===== config.mk =====
export PLATFORM = sky130hd
export DESIGN_NAME = sbsi_merge
export DESIGN_NICKNAME = d
export VERILOG_FILES = /design/src/sv/sbsi_pkg.sv /design/src/sv/sbsi_merge.sv
export SDC_FILE = /design/constraint.sdc
export NUM_CORES = 1
export LEC_CHECK = 0
export BUFFER_PORTS_ARGS = -buffer_cell sky130_fd_sc_hd__buf_2
export CAP_MARGIN = 20
export CELL_PAD_IN_SITES_DETAIL_PLACEMENT = 0
export CELL_PAD_IN_SITES_GLOBAL_PLACEMENT = 2
export CORE_AREA = 3 3 210 130
export DETAILED_ROUTE_END_ITERATION = 12
export DIE_AREA = 0 0 213 133
export HOLD_SLACK_MARGIN = 0.03
export PLACE_DENSITY_LB_ADDON = 0.1
export SYNTH_ARGS = -nofsm -noshare
export SYNTH_HDL_FRONTEND = slang
export SYNTH_SLANG_ARGS = --single-unit
export TNS_END_PERCENT = 100

===== constraint.sdc =====
create_clock -name aclk -period 6 [get_ports aclk]
set_input_delay 0.3 -clock aclk [delete_from_list [all_inputs] [get_ports aclk]]
set_output_delay 0.3 -clock aclk [all_outputs]
set_load 0.01 [all_outputs]

===== src/sv/sbsi_pkg.sv =====
// Package for the segment versus box slab test: field widths, payload
// structs, lane and comparison records, and the pairing tables.
// Depends on nothing; every other file of the block imports it.
`timescale 1ns / 1ps
`default_nettype none

package sbsi_pkg;

    localparam int COORD_WIDTH   = 32;
    localparam int FRACTION_BITS = 16;
    localparam int NUM_AXES      = 3;

    // Slab numerators need two growth bits plus sign; the direction magnitude one.
    localparam int N_W   = COORD_WIDTH + 3;
    localparam int DEN_W = COORD_WIDTH + 1;

    // Cross checks: entry fraction of axis CROSS_LO[k] against exit of CROSS_HI[k].
    localparam int NUM_CROSS = NUM_AXES * (NUM_AXES - 1);
    localparam int CROSS_LO [NUM_CROSS] = '{0, 0, 1, 1, 2, 2};
    localparam int CROSS_HI [NUM_CROSS] = '{1, 2, 0, 2, 0, 1};

    // Entry fraction pairs, first index always below the second.
    localparam int NUM_PAIRS = 3;
    localparam int PAIR_A [NUM_PAIRS] = '{0, 0, 1};
    localparam int PAIR_B [NUM_PAIRS] = '{1, 2, 2};

    typedef struct packed {
        logic signed [COORD_WIDTH-1:0] start_x;
        logic signed [COORD_WIDTH-1:0] start_y;
        logic signed [COORD_WIDTH-1:0] start_z;
        logic signed [COORD_WIDTH-1:0] end_x;
        logic signed [COORD_WIDTH-1:0] end_y;
        logic signed [COORD_WIDTH-1:0] end_z;
        logic signed [COORD_WIDTH-1:0] box_center_x;
        logic signed [COORD_WIDTH-1:0] box_center_y;
        logic signed [COORD_WIDTH-1:0] box_center_z;
        logic [COORD_WIDTH-2:0]        box_half_x;
        logic [COORD_WIDTH-2:0]        box_half_y;
        logic [COORD_WIDTH-2:0]        box_half_z;
    } in_t;

    typedef struct packed {
        logic                     hit;
        logic [FRACTION_BITS:0]   entry_fraction;
    } out_t;

    typedef struct packed {
        logic                    active;
        logic                    contain;
        logic signed [N_W-1:0]   n1;
        logic signed [N_W-1:0]   n2;
        logic [DEN_W-1:0]        den;
    } lane_t;

    typedef struct packed {
        logic [NUM_CROSS-1:0] cross_gt;
        logic [NUM_PAIRS-1:0] low_gt;
        logic [NUM_PAIRS-1:0] low_lt;
    } cmp_res_t;

    typedef struct packed {
        logic                  hit;
        logic signed [N_W-1:0] n;
        logic [DEN_W-1:0]      den;
    } sel_t;

endpackage

`default_nettype wire


===== src/sv/sbsi_merge.sv =====
// Merging stage: combines the lanes and the comparison results into the
// hit flag and the largest entry fraction. Uses sbsi_pkg.
`timescale 1ns / 1ps
`default_nettype none

module sbsi_merge
    import sbsi_pkg::*;
(
    input  wire logic     aclk,
    input  wire logic     en,
    input  lane_t         lanes [NUM_AXES],
    input  cmp_res_t      res,
    output sel_t          sel_reg
);

    logic beat [NUM_AXES][NUM_AXES];
    logic [NUM_AXES-1:0] cand, best;
    logic found;
    sel_t sel_next;

    always_comb begin
        sel_next.hit = 1'b1;
        for (int a = 0; a < NUM_AXES; a++) begin
            if (!lanes[a].active) begin
                if (!lanes[a].contain) sel_next.hit = 1'b0;
            end else begin
                if (lanes[a].n1 > $signed({2'b00, lanes[a].den})) sel_next.hit = 1'b0;
                if (lanes[a].n2[N_W-1]) sel_next.hit = 1'b0;
            end
        end
        for (int k = 0; k < NUM_CROSS; k++) begin
            if (lanes[CROSS_LO[k]].active && lanes[CROSS_HI[k]].active && res.cross_gt[k])
                sel_next.hit = 1'b0;
        end

        for (int i = 0; i < NUM_AXES; i++) begin
            for (int j = 0; j < NUM_AXES; j++) begin
                beat[i][j] = 1'b0;
            end
        end
        for (int p = 0; p < NUM_PAIRS; p++) begin
            beat[PAIR_A[p]][PAIR_B[p]] = res.low_gt[p];
            beat[PAIR_B[p]][PAIR_A[p]] = res.low_lt[p];
        end

        // Only entries above zero can raise the interval start.
        for (int i = 0; i < NUM_AXES; i++) begin
            cand[i] = lanes[i].active && !lanes[i].n1[N_W-1] && (lanes[i].n1 != '0);
        end
        for (int i = 0; i < NUM_AXES; i++) begin
            best[i] = cand[i];
            for (int j = 0; j < NUM_AXES; j++) begin
                if (j != i && cand[j] && beat[j][i]) best[i] = 1'b0;
            end
        end

        sel_next.n   = '0;
        sel_next.den = DEN_W'(1);
        found        = 1'b0;
        for (int i = 0; i < NUM_AXES; i++) begin
            if (best[i] && !found) begin
                sel_next.n   = lanes[i].n1;
                sel_next.den = lanes[i].den;
                found        = 1'b1;
            end
        end
    end

    always_ff @(posedge aclk) begin
        if (en) begin
            sel_reg <= sel_next;
        end
    end

endmodule

`default_nettype wire


==> flow_summary.ini <==
[status]
status = finished, final reports clean

[detailed_routing]
via_count = 6637
drc_errors = 0
drt_iter0_drc = 475
wirelength_um = 30010
drt-pass1-iter-count = 4
drt-wirelength-per-cell_um = 22.31
viasPerCell = 4.935
ant_nets = 0

[clock_network]
clock-sinks = 69
cts_resized = 0
cts_setup_buffers = 0
cts-buffers-inserted = 9
path_clk_slew_ns = 0.06
root_buffer = clkbuf_16
ctsHoldBuffers = 0
cts_tree = built
h-tree-depth = 3
cts_buffer_depth = 2

[sta]
relSlewSlack = 0.3079
post-route-min-period_ns = 3.400
fin_tns_setup_ns = 0
max_freq_mhz = 294.1
rsz0062_at_grt = false
finalHoldViolations = 0
setup_ws_ns = 2.600
post-route-period-util = 0.5666
setup_viol = 0
drv_slew = 0
tightestPinTransition_ns = 1.038

[worst_setup_path]
critPathMaxFanout = 67
crit_chain = buf_2 -> nor4_1 -> nand4_1 -> o311ai_0 -> nor3b_4 -> buf_4 -> a22oi_1 -> a21oi_1
cp-end-kind = flop
slowest_stage = buf_4
path_buf_inv = 2
setup.worst_path.class = input port to flop
crit_path_start = lanes[290]
crit_arrival_ns = 3.61
crit_required_ns = 6.21
cp_top_family = simple AND/OR/NAND/NOR gates
start_kind = input port
cp_slowest_stage_delay_ns = 0.76

[floorplan]
die_w_um = 213
initial_core_util = 0.2513
dieArea_um2 = 28330
core_um2 = 25280
row_count = 45
ioPinCount = 398
fp.dieH_um = 133

[cells_and_area]
final_area_um2 = 8441
largest_reg_flops = 69
final_nets = 1439
num_antenna_cells = 0
synthToLayoutAreaGrowth_pct = 32.85
fin_util = 0.3339
drive_above_1_share = 0.3327
final_cell_mix = buf_2 (294), inv_1 (108), ha_1 (99), a21oi_1 (90), nor2_1 (76)
layout_commonest_cell = buf_2

[synthesis]
mappedNetlistArea_um2 = 6354
ys_types = 49
async_flop_share = 0
synth-seq-area-share = 0.3261
synth_edf_count = 69
yosysWarnings = 0
synthCells = 729
synthFlopType = edfxtp_1
synth_seq_cells = 69
postSynthAreaPerCell_um2 = 8.715
synth_nets = 1157

[grt]
overflow = 0
grt_max_degree = 70
grt_pass1_wl_um = 43350
antenna_found_initial = 3
grt_pass1_vias = 6745
track_usage = 0.2090

[min_path]
hold_start = lanes[237]
hold_path_class = input port to flop

[power]
p_leak_nw = 4.076
powerDensity_nw_per_um2 = 196.6
power_mw = 1.659
ir_drop_mv = 0.1253

[run]
drv_cap = 0

[placed_design]
gp_congestion = 0.8034
dp_hpwl_um = 24710
port_buffers = 295
dpl_cell_area_um2 = 8157
dp_worst_setup_slack_ns = 2.103
==> cell families after synthesis <==
logic type / Yosys count / synth area share
AO/OA/AOI/OAI: 229 / 0.2406
AND/OR/NAND/NOR: 193 / 0.1497
buffers and inverters: 138 / 0.08803
adder cells (fa/ha/maj): 99 / 0.1950
flip-flops: 69 / 0.3261
other: 1 / 0.0005902
==> power by group <==
group | switching [mW] | internal [mW]
Sequential | 0.0134 | 0.593
Clock | 0.236 | 0.319
Combinational | 0.299 | 0.198
Total | 0.548 | 1.11
==> Yosys cell counts, types with 5 or more instances <==
cell / count / area (µm²)
a211oi_1: 5 / 37.54
a21o_1: 8 / 60.06
a21oi_1: 90 / 450.4
a21oi_2: 10 / 87.58
a221oi_1: 5 / 43.79
a22oi_1: 56 / 420.4
a22oi_2: 10 / 125.1
and4_1: 5 / 43.79
buf_2: 9 / 45.04
buf_4: 6 / 45.04
clkbuf_1: 13 / 48.80
edfxtp_1: 69 / 2072
ha_1: 99 / 1239
inv_1: 108 / 405.4
nand2_1: 29 / 108.9
nand3_1: 15 / 75.07
nand4_1: 17 / 106.4
nor2_1: 76 / 285.3
nor4_1: 29 / 181.4
o21ai_0: 26 / 130.1
==> path summary, 6_finish.rpt <==
check	endpoint	slack (ns)	cells after the start
worst max-delay path	sel_reg[17]	2.60	8
worst min-delay path	sel_reg[27]	0.28	3
==> cell type report <==
type	instances	area [µm²]
Sequential cell	69	2072
Fill cell	2771	16840
Inverter	109	409.1
Timing Repair Buffer	300	1516
Multi-Input combinational cell	522	3747
Tap cell	329	411.6
Clock buffer	11	232.7
Clock inverter	5	51.30
==> metal layers <==
metal	track usage	share of wire	routed length (µm)
met3	0.05284	0.066	1990
met2	0.2914	0.40	11960
met1	0.3218	0.52	15720
met5	0	0.00093	28
met4	0.03876	0.010	308
==> per-stage QoR <==
step,instances,hold WS [ns]
after floorplan,729,0.4125
after global placement,1329,0.6476
after detailed placement,1329,0.6463
after CTS,1345,0.2466
after global routing,1345,0.2798
final,1345,0.2772
Note: power is estimated with default switching activity, not from simulation.
