`config.mk`:
```
export PLATFORM = sky130hd
export DESIGN_NAME = sbsi_frac
export DESIGN_NICKNAME = d
export VERILOG_FILES = /design/src/sv/sbsi_pkg.sv /design/src/sv/sbsi_frac.sv
export SDC_FILE = /design/constraint.sdc
export NUM_CORES = 2
export LEC_CHECK = 0
export BUFFER_PORTS_ARGS = -buffer_cell sky130_fd_sc_hd__buf_2
export CORE_MARGIN = 1.5
export CORE_UTILIZATION = 55
export CTS_CLUSTER_DIAMETER = 30
export DETAILED_ROUTE_END_ITERATION = 10
export PLACE_DENSITY = 0.8
export SETUP_SLACK_MARGIN = 0.3
export SYNTH_ARGS = -nofsm -noshare
export SYNTH_HDL_FRONTEND = slang
export SYNTH_SLANG_ARGS = --single-unit
```
`constraint.sdc`:
```
create_clock -name aclk -period 7.08 [get_ports aclk]
set_input_delay 0.708 -clock aclk [delete_from_list [all_inputs] [get_ports aclk]]
set_output_delay 0.708 -clock aclk [all_outputs]
set_load 0.05 [all_outputs]
```
`src/sv/sbsi_pkg.sv`:
```
// Package for the segment versus box slab test: field widths, payload
// structs, lane and comparison records, and the pairing tables.
// Depends on nothing; every other file of the block imports it.
`timescale 1ns / 1ps
`default_nettype none

package sbsi_pkg;

    localparam int COORD_WIDTH   = 32;
    localparam int FRACTION_BITS = 16;
    localparam int NUM_AXES      = 3;

    // Slab numerators need two growth bits plus sign; the direction magnitude one.
    localparam int N_W   = COORD_WIDTH + 3;
    localparam int DEN_W = COORD_WIDTH + 1;

    // Cross checks: entry fraction of axis CROSS_LO[k] against exit of CROSS_HI[k].
    localparam int NUM_CROSS = NUM_AXES * (NUM_AXES - 1);
    localparam int CROSS_LO [NUM_CROSS] = '{0, 0, 1, 1, 2, 2};
    localparam int CROSS_HI [NUM_CROSS] = '{1, 2, 0, 2, 0, 1};

    // Entry fraction pairs, first index always below the second.
    localparam int NUM_PAIRS = 3;
    localparam int PAIR_A [NUM_PAIRS] = '{0, 0, 1};
    localparam int PAIR_B [NUM_PAIRS] = '{1, 2, 2};

    typedef struct packed {
        logic signed [COORD_WIDTH-1:0] start_x;
        logic signed [COORD_WIDTH-1:0] start_y;
        logic signed [COORD_WIDTH-1:0] start_z;
        logic signed [COORD_WIDTH-1:0] end_x;
        logic signed [COORD_WIDTH-1:0] end_y;
        logic signed [COORD_WIDTH-1:0] end_z;
        logic signed [COORD_WIDTH-1:0] box_center_x;
        logic signed [COORD_WIDTH-1:0] box_center_y;
        logic signed [COORD_WIDTH-1:0] box_center_z;
        logic [COORD_WIDTH-2:0]        box_half_x;
        logic [COORD_WIDTH-2:0]        box_half_y;
        logic [COORD_WIDTH-2:0]        box_half_z;
    } in_t;

    typedef struct packed {
        logic                     hit;
        logic [FRACTION_BITS:0]   entry_fraction;
    } out_t;

    typedef struct packed {
        logic                    active;
        logic                    contain;
        logic signed [N_W-1:0]   n1;
        logic signed [N_W-1:0]   n2;
        logic [DEN_W-1:0]        den;
    } lane_t;

    typedef struct packed {
        logic [NUM_CROSS-1:0] cross_gt;
        logic [NUM_PAIRS-1:0] low_gt;
        logic [NUM_PAIRS-1:0] low_lt;
    } cmp_res_t;

    typedef struct packed {
        logic                  hit;
        logic signed [N_W-1:0] n;
        logic [DEN_W-1:0]      den;
    } sel_t;

endpackage

`default_nettype wire

```
`src/sv/sbsi_frac.sv`:
```
// Restoring divider pipeline that turns the selected entry fraction into
// rounded unsigned Q1.FRACTION_BITS, one quotient bit a stage. Uses sbsi_pkg.
`timescale 1ns / 1ps
`default_nettype none

module sbsi_frac
    import sbsi_pkg::*;
(
    input  wire logic                   aclk,
    input  wire logic [FRACTION_BITS:0] en,
    input  sel_t                        sel,
    output out_t                        out_reg
);

    localparam int F  = FRACTION_BITS;
    localparam int RW = DEN_W + 1;

    logic [RW-1:0]    r_reg    [F];
    logic [F-1:0]     q_reg    [F];
    logic [DEN_W-1:0] d_reg    [F];
    logic             full_reg [F];
    logic             hit_reg  [F];

    for (genvar k = 0; k < F; k++) begin : g_step
        logic [RW-1:0]    r_src, r_sh;
        logic [F-1:0]     q_src;
        logic [DEN_W-1:0] d_src;
        logic             full_src, hit_src, take;

        if (k == 0) begin : g_first
            assign r_src    = {1'b0, sel.n[DEN_W-1:0]};
            assign q_src    = '0;
            assign d_src    = sel.den;
            assign full_src = sel.n >= $signed({2'b00, sel.den});
            assign hit_src  = sel.hit;
        end else begin : g_next
            assign r_src    = r_reg[k-1];
            assign q_src    = q_reg[k-1];
            assign d_src    = d_reg[k-1];
            assign full_src = full_reg[k-1];
            assign hit_src  = hit_reg[k-1];
        end

        assign r_sh = {r_src[RW-2:0], 1'b0};
        assign take = r_sh >= {1'b0, d_src};

        always_ff @(posedge aclk) begin
            if (en[k]) begin
                r_reg[k]    <= take ? (r_sh - {1'b0, d_src}) : r_sh;
                q_reg[k]    <= {q_src[F-2:0], take};
                d_reg[k]    <= d_src;
                full_reg[k] <= full_src;
                hit_reg[k]  <= hit_src;
            end
        end
    end

    logic [RW-1:0] r_last;
    logic          round_up;
    logic [F:0]    value;
    out_t          out_next;

    always_comb begin
        r_last   = {r_reg[F-1][RW-2:0], 1'b0};
        round_up = r_last >= {1'b0, d_reg[F-1]};
        if (full_reg[F-1]) begin
            value = (F + 1)'(1) << F;
        end else begin
            value = {1'b0, q_reg[F-1]} + (F + 1)'(round_up);
        end
        out_next.hit            = hit_reg[F-1];
        out_next.entry_fraction = hit_reg[F-1] ? value : '0;
    end

    always_ff @(posedge aclk) begin
        if (en[F]) begin
            out_reg <= out_next;
        end
    end

endmodule

`default_nettype wire

```
==> flow_metrics.tcl <==
set metrics [dict create \
    fin_skew_ns 0.0721 \
    setup_viol 0 \
    use_met3 0.0343 \
    ys_types 88 \
    seq_area_frac_synth 0.510 \
    cts_htree_levels 5 \
    yosysTopAreaCell "edfxtp_1" \
    yosys_warnings 0 \
    pwr-share-seq 0.285 \
    hold_path_depth 1 \
    synth_edf_count 1242 \
    p_sw_mw 14.9 \
    path_delay_family "compound AO/OA/AOI/OAI gates" \
    ant_nets 0 \
    vias 52000 \
    syn_avg_cell_area_um2 10.9 \
    drive_gt1_frac 0.116 \
    clkTransAtPathRegs_ns 0.05 \
    synthesis.area_mm2 0.0731 \
    outcome "complete, no violations" \
    critPathBufInv 2 \
    p_total_mw 42.6 \
    fin_crit_ns 4.88 \
    num_rows 133 \
    syn-instance-count 6728 \
    rrSetupSlack_ns 2.20 \
    pin_count 105 \
    leakage_nw 35.9 \
    grt.busiest_layer "met2" \
    insertion_delay_ns 0.87 \
    synthFlopType "edfxtp_1" \
    maxCapViolCount 0 \
    cts_tree "built" \
    drtIter0Drc 2827 \
    async_flop_share 0 \
    core_area_mm2 0.132 \
    route.detailed.drc 0 \
    fin_crit_sh 0.690 \
    synth_top_area_share 0.510 \
    crit_arrival_ns 5.50 \
    dpl.hpwl_mm 122 \
    wl_per_cell_um 18.4 \
    max_freq_mhz 205 \
    yosysMostFrequentCell "edfxtp_1" \
    cts-root-buf "clkbuf_16" \
    cts_buffers 308 \
    worst_pin_slew_ns 1.18 \
    die-area_mm2 0.135 \
    routed_wl_mm 166 \
    rsz0062_at_grt "false" \
    track_usage 0.243 \
    num_antenna_cells 0 \
    crit_required_ns 7.70 \
    fin_tns_setup_ns 0 \
    drt-pass1-iter-count 7 \
    reg2reg_depth 12 \
    clkSinkCount 1242 \
    use_met2 0.485 \
    antenna_found_initial 1 \
    start_util 0.556 \
    powerDensity_mw_per_mm2 497 \
    path_class "reg2reg" \
    pwr-share-clk 0.316 \
    syn_nets 7426 \
    routabilityCongestion 0.954 \
    fp.dieH_um 368 \
    grt.met1_usage 0.220 \
    clockBufferDepth 4 \
    switching_share 0.350 \
    grt_pass1_wl_mm 265 \
    comb_power_share 0.399 \
    slowest_stage "o31ai_1" \
    grt_pass1_vias 54300 \
    internal-power_mw 27.7 \
    r2r-start "r_reg[1][34]" \
    grt.overflow.total 0 \
    drv_slew 0 \
    fp.dieW_um 368 \
    port_buffers 104 \
    worstHoldStart "sel[8]" \
    cts_setup_buffers 0 \
    cts_hold_buf 2 \
    min_path_type "in2reg" \
    area_growth_pct 17.1 \
    max-vdd-ir-drop_mv 0.298 \
    fin_nets 7728 \
    path_cells "inv_1 -> fa_1 -> nand2b_1 -> a211oi_1 -> nor4b_1 -> o311ai_1 -> a31oi_1 -> o31ai_1 -> a31o_2 -> a31oi_4 -> buf_4 -> mux2_2" \
    via_per_inst 5.78 \
    startpoint_type "register" \
    final_hold_viol_count 0 \
    ys_seq_elements 1242 \
    reg2reg_to "r_reg[1][71]" \
    cp_max_fo 37 \
    grt_max_degree 74 \
    min_to "d_reg[0][8]" \
    cp-end-kind "register" \
    cts_resized 0 \
    slew_headroom 0.214 \
    synth_area_leaders "edfxtp_1, ha_1, a21oi_1" \
    cpPeakStageDelay_ns 0.72 \
    synth_common_cells "edfxtp_1, inv_1, a21oi_1, ha_1, nor2_1" \
]
[worst reg2reg max path, delay by kind of cell, from the launching register on]
| family | cells | cell delay [ns] |
|---|---|---|
| AOI/OAI and AO/OA | 6 | 2.58 |
| adders and majority gates | 1 | 0.48 |
| buffers and inverters | 2 | 0.45 |
| DFF | 1 | 0.40 |
| muxes | 1 | 0.34 |
| and+or+nand+nor | 2 | 0.39 |
[power groups by stage]
stage	clock network [mW]	logic, mW	registers (mW)
6_report	13.4	17.0	12.1
5_1_grt	14.0	18.8	12.3
4_1_cts	13.6	16.8	12.1
3_5_place_dp	0	16.6	12.2
3_3_place_gp	0	16.1	12.1
2_1_floorplan	0	12.9	11.8
[cell families (layout without fill, tap and decap cells)]
group,Yosys count,after routing,share of synthesized area
muxes,194,194,0.0298
adders and majority gates,611,611,0.106
buffers and inverters,860,1379,0.0448
AOI/OAI and AO/OA,1858,1858,0.158
xor gates and xnor gates,436,436,0.0522
DFF,1242,1242,0.510
and+or+nand+nor,1527,1527,0.0994
[stage by stage]
| step | utilization | setup slack [ns] | cells | instance area [µm²] | hold WS (ns) |
|---|---|---|---|---|---|
| finish | 0.650 | 2.20 | 9002 | 85600 | 0.0499 |
| global route | 0.650 | 1.98 | 9002 | 85600 | 0.0296 |
| CTS | 0.650 | 2.16 | 9002 | 85600 | 0.00158 |
| detailed placement | 0.575 | 2.23 | 8473 | 75600 | 0.405 |
| global placement | 0.575 | 2.25 | 8473 | 75600 | 0.402 |
| floorplan | - | 3.44 | 6728 | 73100 | 0.400 |
[metal layers]
metal  vias up  wire length, µm
li1      25300                -
met1     24600            56500
met2      1511            92500
met3       578             5740
met4         0            11300
met5         -                0
[final cells by class]
| cell class | instances | area [µm²] |
|---|---|---|
| inverters | 712 | 2670 |
| fillers | 9583 | 46000 |
| flip-flops and latches | 1242 | 37300 |
| repair buffers | 140 | 811 |
| multi-input cells | 4626 | 32700 |
| clock inverters | 171 | 1920 |
| clock buffers | 356 | 8040 |
| well taps | 1755 | 2200 |
[cell usage in the layout, fill, tap and decap left out, drive strengths merged, types with 27 or more instances in the layout]
| cell type | n |
|---|---|
| a211oi | 58 |
| a21o | 279 |
| a21oi | 629 |
| a31oi | 54 |
| and2 | 38 |
| and3 | 56 |
| buf | 138 |
| bufinv | 39 |
| clkbuf | 356 |
| clkinv | 96 |
| clkinvlp | 31 |
| edfxtp | 1242 |
| ha | 595 |
| inv | 717 |
| mux2 | 179 |
| nand2 | 428 |
| nand2b | 78 |
| nand3 | 111 |
| nand4 | 89 |
| nor2 | 446 |
| nor2b | 79 |
| nor3 | 74 |
| o21a | 91 |
| o21ai | 425 |
| o21bai | 61 |
| o31a | 27 |
| o31ai | 45 |
| xnor2 | 258 |
| xor2 | 178 |
[worst max-delay path by stage]
stage / from / end / slack (ns) / depth (start not counted)
floorplan: r_reg[1][108] / r_reg[1][161] / 3.44 / 12
global placement: r_reg[1][246] / out_reg[14] / 2.25 / 18
detailed placement: r_reg[1][246] / out_reg[14] / 2.23 / 18
CTS: r_reg[1][238] / out_reg[8] / 2.16 / 16
global route: d_reg[0][132] / r_reg[0][179] / 1.98 / 11
finish: r_reg[1][34] / r_reg[1][71] / 2.20 / 12
No activity file was read; power rests on OpenSTA's default activity.
