===== src/sv/sbsi_pkg.sv =====
// Package for the segment versus box slab test: field widths, payload
// structs, lane and comparison records, and the pairing tables.
// Depends on nothing; every other file of the block imports it.
`timescale 1ns / 1ps
`default_nettype none

package sbsi_pkg;

    localparam int COORD_WIDTH   = 32;
    localparam int FRACTION_BITS = 16;
    localparam int NUM_AXES      = 3;

    // Slab numerators need two growth bits plus sign; the direction magnitude one.
    localparam int N_W   = COORD_WIDTH + 3;
    localparam int DEN_W = COORD_WIDTH + 1;

    // Cross checks: entry fraction of axis CROSS_LO[k] against exit of CROSS_HI[k].
    localparam int NUM_CROSS = NUM_AXES * (NUM_AXES - 1);
    localparam int CROSS_LO [NUM_CROSS] = '{0, 0, 1, 1, 2, 2};
    localparam int CROSS_HI [NUM_CROSS] = '{1, 2, 0, 2, 0, 1};

    // Entry fraction pairs, first index always below the second.
    localparam int NUM_PAIRS = 3;
    localparam int PAIR_A [NUM_PAIRS] = '{0, 0, 1};
    localparam int PAIR_B [NUM_PAIRS] = '{1, 2, 2};

    typedef struct packed {
        logic signed [COORD_WIDTH-1:0] start_x;
        logic signed [COORD_WIDTH-1:0] start_y;
        logic signed [COORD_WIDTH-1:0] start_z;
        logic signed [COORD_WIDTH-1:0] end_x;
        logic signed [COORD_WIDTH-1:0] end_y;
        logic signed [COORD_WIDTH-1:0] end_z;
        logic signed [COORD_WIDTH-1:0] box_center_x;
        logic signed [COORD_WIDTH-1:0] box_center_y;
        logic signed [COORD_WIDTH-1:0] box_center_z;
        logic [COORD_WIDTH-2:0]        box_half_x;
        logic [COORD_WIDTH-2:0]        box_half_y;
        logic [COORD_WIDTH-2:0]        box_half_z;
    } in_t;

    typedef struct packed {
        logic                     hit;
        logic [FRACTION_BITS:0]   entry_fraction;
    } out_t;

    typedef struct packed {
        logic                    active;
        logic                    contain;
        logic signed [N_W-1:0]   n1;
        logic signed [N_W-1:0]   n2;
        logic [DEN_W-1:0]        den;
    } lane_t;

    typedef struct packed {
        logic [NUM_CROSS-1:0] cross_gt;
        logic [NUM_PAIRS-1:0] low_gt;
        logic [NUM_PAIRS-1:0] low_lt;
    } cmp_res_t;

    typedef struct packed {
        logic                  hit;
        logic signed [N_W-1:0] n;
        logic [DEN_W-1:0]      den;
    } sel_t;

endpackage

`default_nettype wire


===== src/sv/sbsi_lane.sv =====
// One axis lane: slab bounds, direction, and the ordered entry and exit
// numerators over the direction magnitude. Uses sbsi_pkg.
`timescale 1ns / 1ps
`default_nettype none

module sbsi_lane
    import sbsi_pkg::*;
(
    input  wire logic                          aclk,
    input  wire logic                          en,
    input  wire logic signed [COORD_WIDTH-1:0] p0,
    input  wire logic signed [COORD_WIDTH-1:0] p1,
    input  wire logic signed [COORD_WIDTH-1:0] c,
    input  wire logic [COORD_WIDTH-2:0]        h,
    output lane_t                              lane_reg
);

    logic signed [N_W-1:0] p0e, p1e, ce, he, lo, hi;
    logic                  neg;
    logic signed [N_W-1:0] dn;
    lane_t                 lane_next;

    always_comb begin
        p0e = N_W'(p0);
        p1e = N_W'(p1);
        ce  = N_W'(c);
        he  = $signed({4'b0000, h});
        lo  = ce - he;
        hi  = ce + he;
        neg = p1 < p0;
        dn  = neg ? (p0e - p1e) : (p1e - p0e);
        lane_next.active  = p1 != p0;
        lane_next.contain = (p0e >= lo) && (p0e <= hi);
        lane_next.den     = dn[DEN_W-1:0];
        // A negative direction flips the signs, which also swaps the bounds.
        lane_next.n1      = neg ? (p0e - hi) : (lo - p0e);
        lane_next.n2      = neg ? (p0e - lo) : (hi - p0e);
    end

    always_ff @(posedge aclk) begin
        if (en) begin
            lane_reg <= lane_next;
        end
    end

endmodule

`default_nettype wire


===== config.mk =====
export PLATFORM = sky130hd
export DESIGN_NAME = sbsi_lane
export DESIGN_NICKNAME = d
export VERILOG_FILES = /design/src/sv/sbsi_pkg.sv /design/src/sv/sbsi_lane.sv
export SDC_FILE = /design/constraint.sdc
export NUM_CORES = 1
export LEC_CHECK = 0
export ABC_CLOCK_PERIOD_IN_PS = 17800
export BUFFER_PORTS_ARGS = -buffer_cell sky130_fd_sc_hd__buf_2
export CAP_MARGIN = 20
export CORE_MARGIN = 3
export CORE_UTILIZATION = 44
export CTS_CLUSTER_DIAMETER = 80
export CTS_CLUSTER_SIZE = 8
export DETAILED_ROUTE_END_ITERATION = 10
export PLACE_DENSITY_LB_ADDON = 0.25
export SYNTH_ARGS = -nofsm -noshare
export SYNTH_HDL_FRONTEND = slang
export SYNTH_SLANG_ARGS = --single-unit

===== constraint.sdc =====
create_clock -name aclk -period 17.8 [get_ports aclk]
set_input_delay 5.34 -clock aclk [delete_from_list [all_inputs] [get_ports aclk]]
set_output_delay 5.34 -clock aclk [all_outputs]
set_load 0.02 [all_outputs]

==> reports/metrics.yaml, run 1 <==
synth_edf_count: 103
fp.dieArea_sq_mm: 0.04249
power-per-cell-area_mw_per_mm2: 99.24
synthSimpleGateAreaFrac_pct: 14.28
ant_nets: 0
grt_overflow_total: 0
synth_area_sq_mm: 0.01762
ys_types: 82
path_max_fanout: 14
place.gp.congestion: 1.011
wl_per_cell_um: 21.11
yosysWarnings: 0
arrival_ns: 10.69
die_w_um: 206.1
ys_seq_area_share_pct: 17.55
grt_pass1_wl_um: 92830
synthCells: 2296
area_growth_pct: 9.464
synthAdderAreaFrac_pct: 19.23
finalNonFillerCells: 2941
synthArstFlopShare_pct: 0
nFillCells: 4006
endpoint: "lane_reg[64]"
cp-end-kind: "flop"
place_inst: 2922
ys_top_cells_by_count: "a21oi_1, ha_1, inv_1"
critPathMostFrequentCell: "o21ai_0"
yosysMostFrequentCell: "a21oi_1"
synthTopCellsByArea: "ha_1, edfxtp_1, a21oi_1"
ir_drop_uv: 59.19
dp_hpwl_um: 52080
grt_max_degree: 80
finalSetupViolCount: 0
io_pins: 234
timing.final.ws_setup_ns: 7.214
worstPathCellList: "buf_2, ha_1, fa_1, and2b_1, o21bai_1, a21oi_1, o21ai_0, a21oi_1, o21ba_2, o21ai_0, xnor2_1, ha_1, a21o_1, a21o_1, a21oi_1, o21ai_0, a31oi_1, o21ai_0, a221oi_1, xnor2_1, mux2i_1"
routed_wl_um: 62080
power_frac_comb_pct: 68.6
fin_util_pct: 49.34
power_leakage_nw: 9.237
max_freq_mhz: 94.46
synth_xor_area_share_pct: 10.49
setup_tns_ns: 0
start_util_pct: 45.07
nNetsFinal: 2810
cts_hold_buffers: 0
cp.depth: 21
drtIter0Drc: 1393
antenna_found_initial: 3
status: "complete, no violations"
drive_gt1_share_pct: 11.98
crit_family: "compound AO/OA/AOI/OAI gates"
slew_headroom_pct: 28.20
max_stage_delay_ns: 0.55
syn_nets: 2691
cts_root_buffer: "clkbuf_16"
htree_levels: 3
synthMuxAreaShare_pct: 0.8591
drc: 0
drv_cap: 0
clockPowerShare_pct: 11.0
slew_violations: 0
tightest_slew_ns: 1.067
num_vias: 17295
fin_crit_sh_pct: 59.47
synth_top_area_cell: "ha_1"
p_switching_mw: 0.9782
cts.repair.resized: 0
viasPerCell: 5.881
track_usage_pct: 28.38
hold_viol_final: 0
core_sq_mm: 0.03910
drt_first_pass_iters: 6
synth_flop_cell: "edfxtp_1"
synth_compound_area_share_pct: 30.07
syn-mean-instance-area_sq_um: 7.676
crit_required_ns: 17.91
post-cts-setup-buffer-count: 0
clockBufferDepth: 2
portBuffers: 233
synth_top_family_by_area: "compound AO/OA/AOI/OAI gates"
cts_tree: "built"
cp-start-kind: "input port"
hp-class: "input port to flop"
cts.sinks: 103
num_rows: 72
largest_register_ffs: 103
grt_pass1_vias: 16036
min_period_ns: 10.59
p_int_mw: 0.9363
crit_type: "input port to flop"
total_power_mw: 1.914
startpoint: "c[0]"
place_ws_ns: 6.960
synth-seq-cells: 103
cts_buffers: 9
crit_slowest_cell: "o21ai_0"
synth_top_area_share_pct: 18.32
rsz0062_at_grt: "false"
power_frac_seq_pct: 20.4
clkTransAtPathRegs_ns: 0.08
swShare_pct: 51.09
timing.critical_path.buf_inv: 1
die_y_um: 206.1
## layout by cell type, fill, tap and decap left out, drive strengths merged, types with 10 or more instances in the layout
| cell | instances |
|---|---|
| o211ai | 13 |
| a21oi | 295 |
| buf | 239 |
| nand4 | 34 |
| a31oi | 19 |
| ha | 258 |
| o31ai | 18 |
| edfxtp | 103 |
| nand3 | 33 |
| nand2 | 124 |
| xor2 | 63 |
| xnor2 | 148 |
| and2 | 15 |
| o21ai | 143 |
| or3 | 10 |
| nand2b | 28 |
| nor3 | 19 |
| and3 | 21 |
| a21o | 128 |
| o21bai | 57 |
| nor2b | 21 |
| inv | 217 |
| nor2 | 181 |
| a211oi | 27 |
| nor4 | 11 |
| mux2i | 14 |
| o21a | 24 |
## metrics by stage
step | hold slack, ns | area, sq um
2_1_floorplan | 5.453 | 17620
3_3_place_gp | 5.783 | 18980
3_5_place_dp | 5.784 | 18980
4_1_cts | 5.419 | 19280
5_1_grt | 5.428 | 19290
6_report | 5.440 | 19290
## power by group through the flow
| stage | sequential, mW | combinational [mW] | clock (mW) |
|---|---|---|---|
| 2_1_floorplan | 0.482 | 0.806 | 0 |
| 3_3_place_gp | 0.395 | 1.28 | 0 |
| 3_5_place_dp | 0.396 | 1.28 | 0 |
| 4_1_cts | 0.391 | 1.28 | 0.216 |
| 5_1_grt | 0.395 | 1.42 | 0.226 |
| 6_report | 0.390 | 1.31 | 0.211 |
## layer usage
metal | track usage, % | share of wire, %
met2 | 40.02 | 40
met4 | 9.042 | 3.1
met1 | 43.73 | 48
met5 | 0 | 0
met3 | 4.331 | 9.1
## how the worst min path moves through the flow
| stage | cells after the start | startpoint | slack (ns) | to |
|---|---|---|---|---|
| after floorplan | 0 | en | 5.45 | lane_reg[0] |
| after global placement | 1 | lane_reg[51] | 5.78 | lane_reg[51] |
| after detailed placement | 1 | lane_reg[18] | 5.78 | lane_reg[18] |
| after CTS | 1 | en | 5.42 | lane_reg[56] |
| after global routing | 1 | en | 5.43 | lane_reg[56] |
| final | 1 | en | 5.44 | lane_reg[32] |
## cell families after synthesis
kind of cell,Yosys count
AOI/OAI and AO/OA,829
xor gates and xnor gates,211
adders and majority gates,266
buffers and inverters,345
DFF,103
muxes,15
and+or+nand+nor,527
## cell type report
type	instances	area [sq um]	area share [%]
flip-flops and latches	103	3093	16.03
repair buffers	239	1214	6.291
clock inverters	7	81.33	0.4216
well taps	518	648.1	3.360
multi-input cells	1848	13220	68.52
diodes	3	7.507	0.03892
clock buffers	9	225.2	1.167
inverters	214	803.3	4.164
Power figures use the tool's default switching activity.
==> run 2, diff against run 1 <==
--- a/config.mk
+++ b/config.mk
@@ -5,7 +5,7 @@
 export SDC_FILE = /design/constraint.sdc
 export NUM_CORES = 1
 export LEC_CHECK = 0
-export ABC_CLOCK_PERIOD_IN_PS = 17800
+export ABC_CLOCK_PERIOD_IN_PS = 9170
 export BUFFER_PORTS_ARGS = -buffer_cell sky130_fd_sc_hd__buf_2
 export CAP_MARGIN = 20
 export CORE_MARGIN = 3
==> constraint.sdc (replaced) <==
create_clock -name aclk -period 9.17 [get_ports aclk]
set_input_delay 2.751 -clock aclk [delete_from_list [all_inputs] [get_ports aclk]]
set_output_delay 2.751 -clock aclk [all_outputs]
set_load 0.02 [all_outputs]
==> run 2 against run 1 <==
  * Routed wire length fell by 0.17%
  * Final area rose by 0.14%
  * Sequential power rose by 94%
  * Critical path type unchanged
==> reports/metrics.yaml, run 2 (synthesis gave the netlist of run 1 again) <==
grt_max_degree: 114
largest_register_ffs: 103
viasPerCell: 5.876
area_growth_pct: 9.613
post-cts-setup-buffer-count: 0
portBuffers: 233
fin_crit_sh_pct: 86.55
routed_wl_um: 61980
fp.dieArea_sq_mm: 0.04249
antenna_found_initial: 2
die_y_um: 206.1
arrival_ns: 8.05
placed_area_sq_mm: 0.01899
max_freq_mhz: 126.0
setup_tns_ns: 0
final_common_cell: "a21oi_1"
status: "complete, no violations"
cts_hold_buffers: 0
layout_common_cells: "a21oi_1, ha_1, buf_2"
core_sq_mm: 0.03910
wl_per_cell_um: 21.08
hold_viol_final: 0
drive_gt1_share_pct: 11.98
crit_required_ns: 9.28
grt_overflow_total: 0
cts_root_buffer: "clkbuf_16"
place_inst: 2922
power-per-cell-area_mw_per_mm2: 193.2
ant_nets: 0
max_stage_delay_ns: 0.44
finalNonFillerCells: 2940
holdWs_ns: 2.841
num_rows: 72
slew_violations: 0
path_max_fanout: 10
clkTransAtPathRegs_ns: 0.08
rsz0062_at_grt: "false"
cts.repair.resized: 0
ir_drop_uv: 113.9
dp_hpwl_um: 52170
cp-end-kind: "flop"
power_leakage_nw: 9.251
cts_tree: "built"
grt_pass1_wl_um: 91600
track_usage_pct: 28.08
hp-class: "input port to flop"
nNetsFinal: 2810
drt_first_pass_iters: 5
num_vias: 17276
slew_headroom_pct: 21.72
htree_levels: 3
drtIter0Drc: 1309
finalSetupViolCount: 0
cts_buffers: 9
start_util_pct: 45.07
drv_cap: 0
crit_slowest_cell: "or4_4"
drc: 0
nFillCells: 3979
worstPathCellList: "buf_2, inv_1, ha_1, nor2b_1, o31a_2, or4_4, a31oi_4, o21bai_1, a21o_1, a311oi_1, o21bai_1, a21o_1, xnor2_1, ha_1, and3_1, a221oi_1, o21ai_0, a21oi_1, o21ai_0, a21o_1, a21oi_1, o21ai_0, xnor2_1, a21oi_1"
grt_pass1_vias: 15612
cp-start-kind: "input port"
tightest_slew_ns: 1.164
clockBufferDepth: 2
place.gp.congestion: 1.020
crit_type: "input port to flop"
crit_family: "compound AO/OA/AOI/OAI gates"
io_pins: 234
die_w_um: 206.1
min_period_ns: 7.937
timing.critical_path.buf_inv: 2
cts.sinks: 103
final_area_sq_mm: 0.01932
[run 2: where the power goes]
| group | switching [mW] | internal, mW | leakage [nW] |
|---|---|---|---|
| logic | 1.65 | 0.908 | 8.08 |
| registers | 0.0418 | 0.715 | 1.01 |
| clock network | 0.199 | 0.221 | 0.158 |
[run 2: final timing paths]
path	startpoint	to	slack (ns)	depth (start not counted)
worst min-delay path	p1[0]	lane_reg[0]	2.84	3
worst max-delay path	h[1]	lane_reg[98]	1.23	24
[run 2: metrics by stage]
| step | total power [mW] | util [%] | setup slack [ns] |
|---|---|---|---|
| floorplan | 2.499 | - | 1.633 |
| global placement | 3.249 | 48.57 | 1.017 |
| detailed placement | 3.255 | 48.57 | 0.9346 |
| CTS | 3.686 | 49.40 | 1.354 |
| global route | 3.975 | 49.41 | 0.8802 |
| finish | 3.731 | 49.41 | 1.233 |
[run 2: layer usage]
metal	track usage [%]	up-vias	part of all wire, %
met3	3.213	53	8.6
met1	44.04	8069	49
met5	0	-	0
met2	40.67	770	41
met4	6.497	0	2.1
li1	-	8384	-
[run 2: area by class of cell]
type	instances	area (sq um)	share of cell area, %
Clock buffer	9	225.2	1.166
Clock inverter	7	97.59	0.5052
Sequential cell	103	3093	16.01
Tap cell	518	648.1	3.355
Antenna cell	2	5.005	0.02591
Inverter	214	803.3	4.158
Timing Repair Buffer	239	1226	6.348
Multi-Input combinational cell	1848	13220	68.43
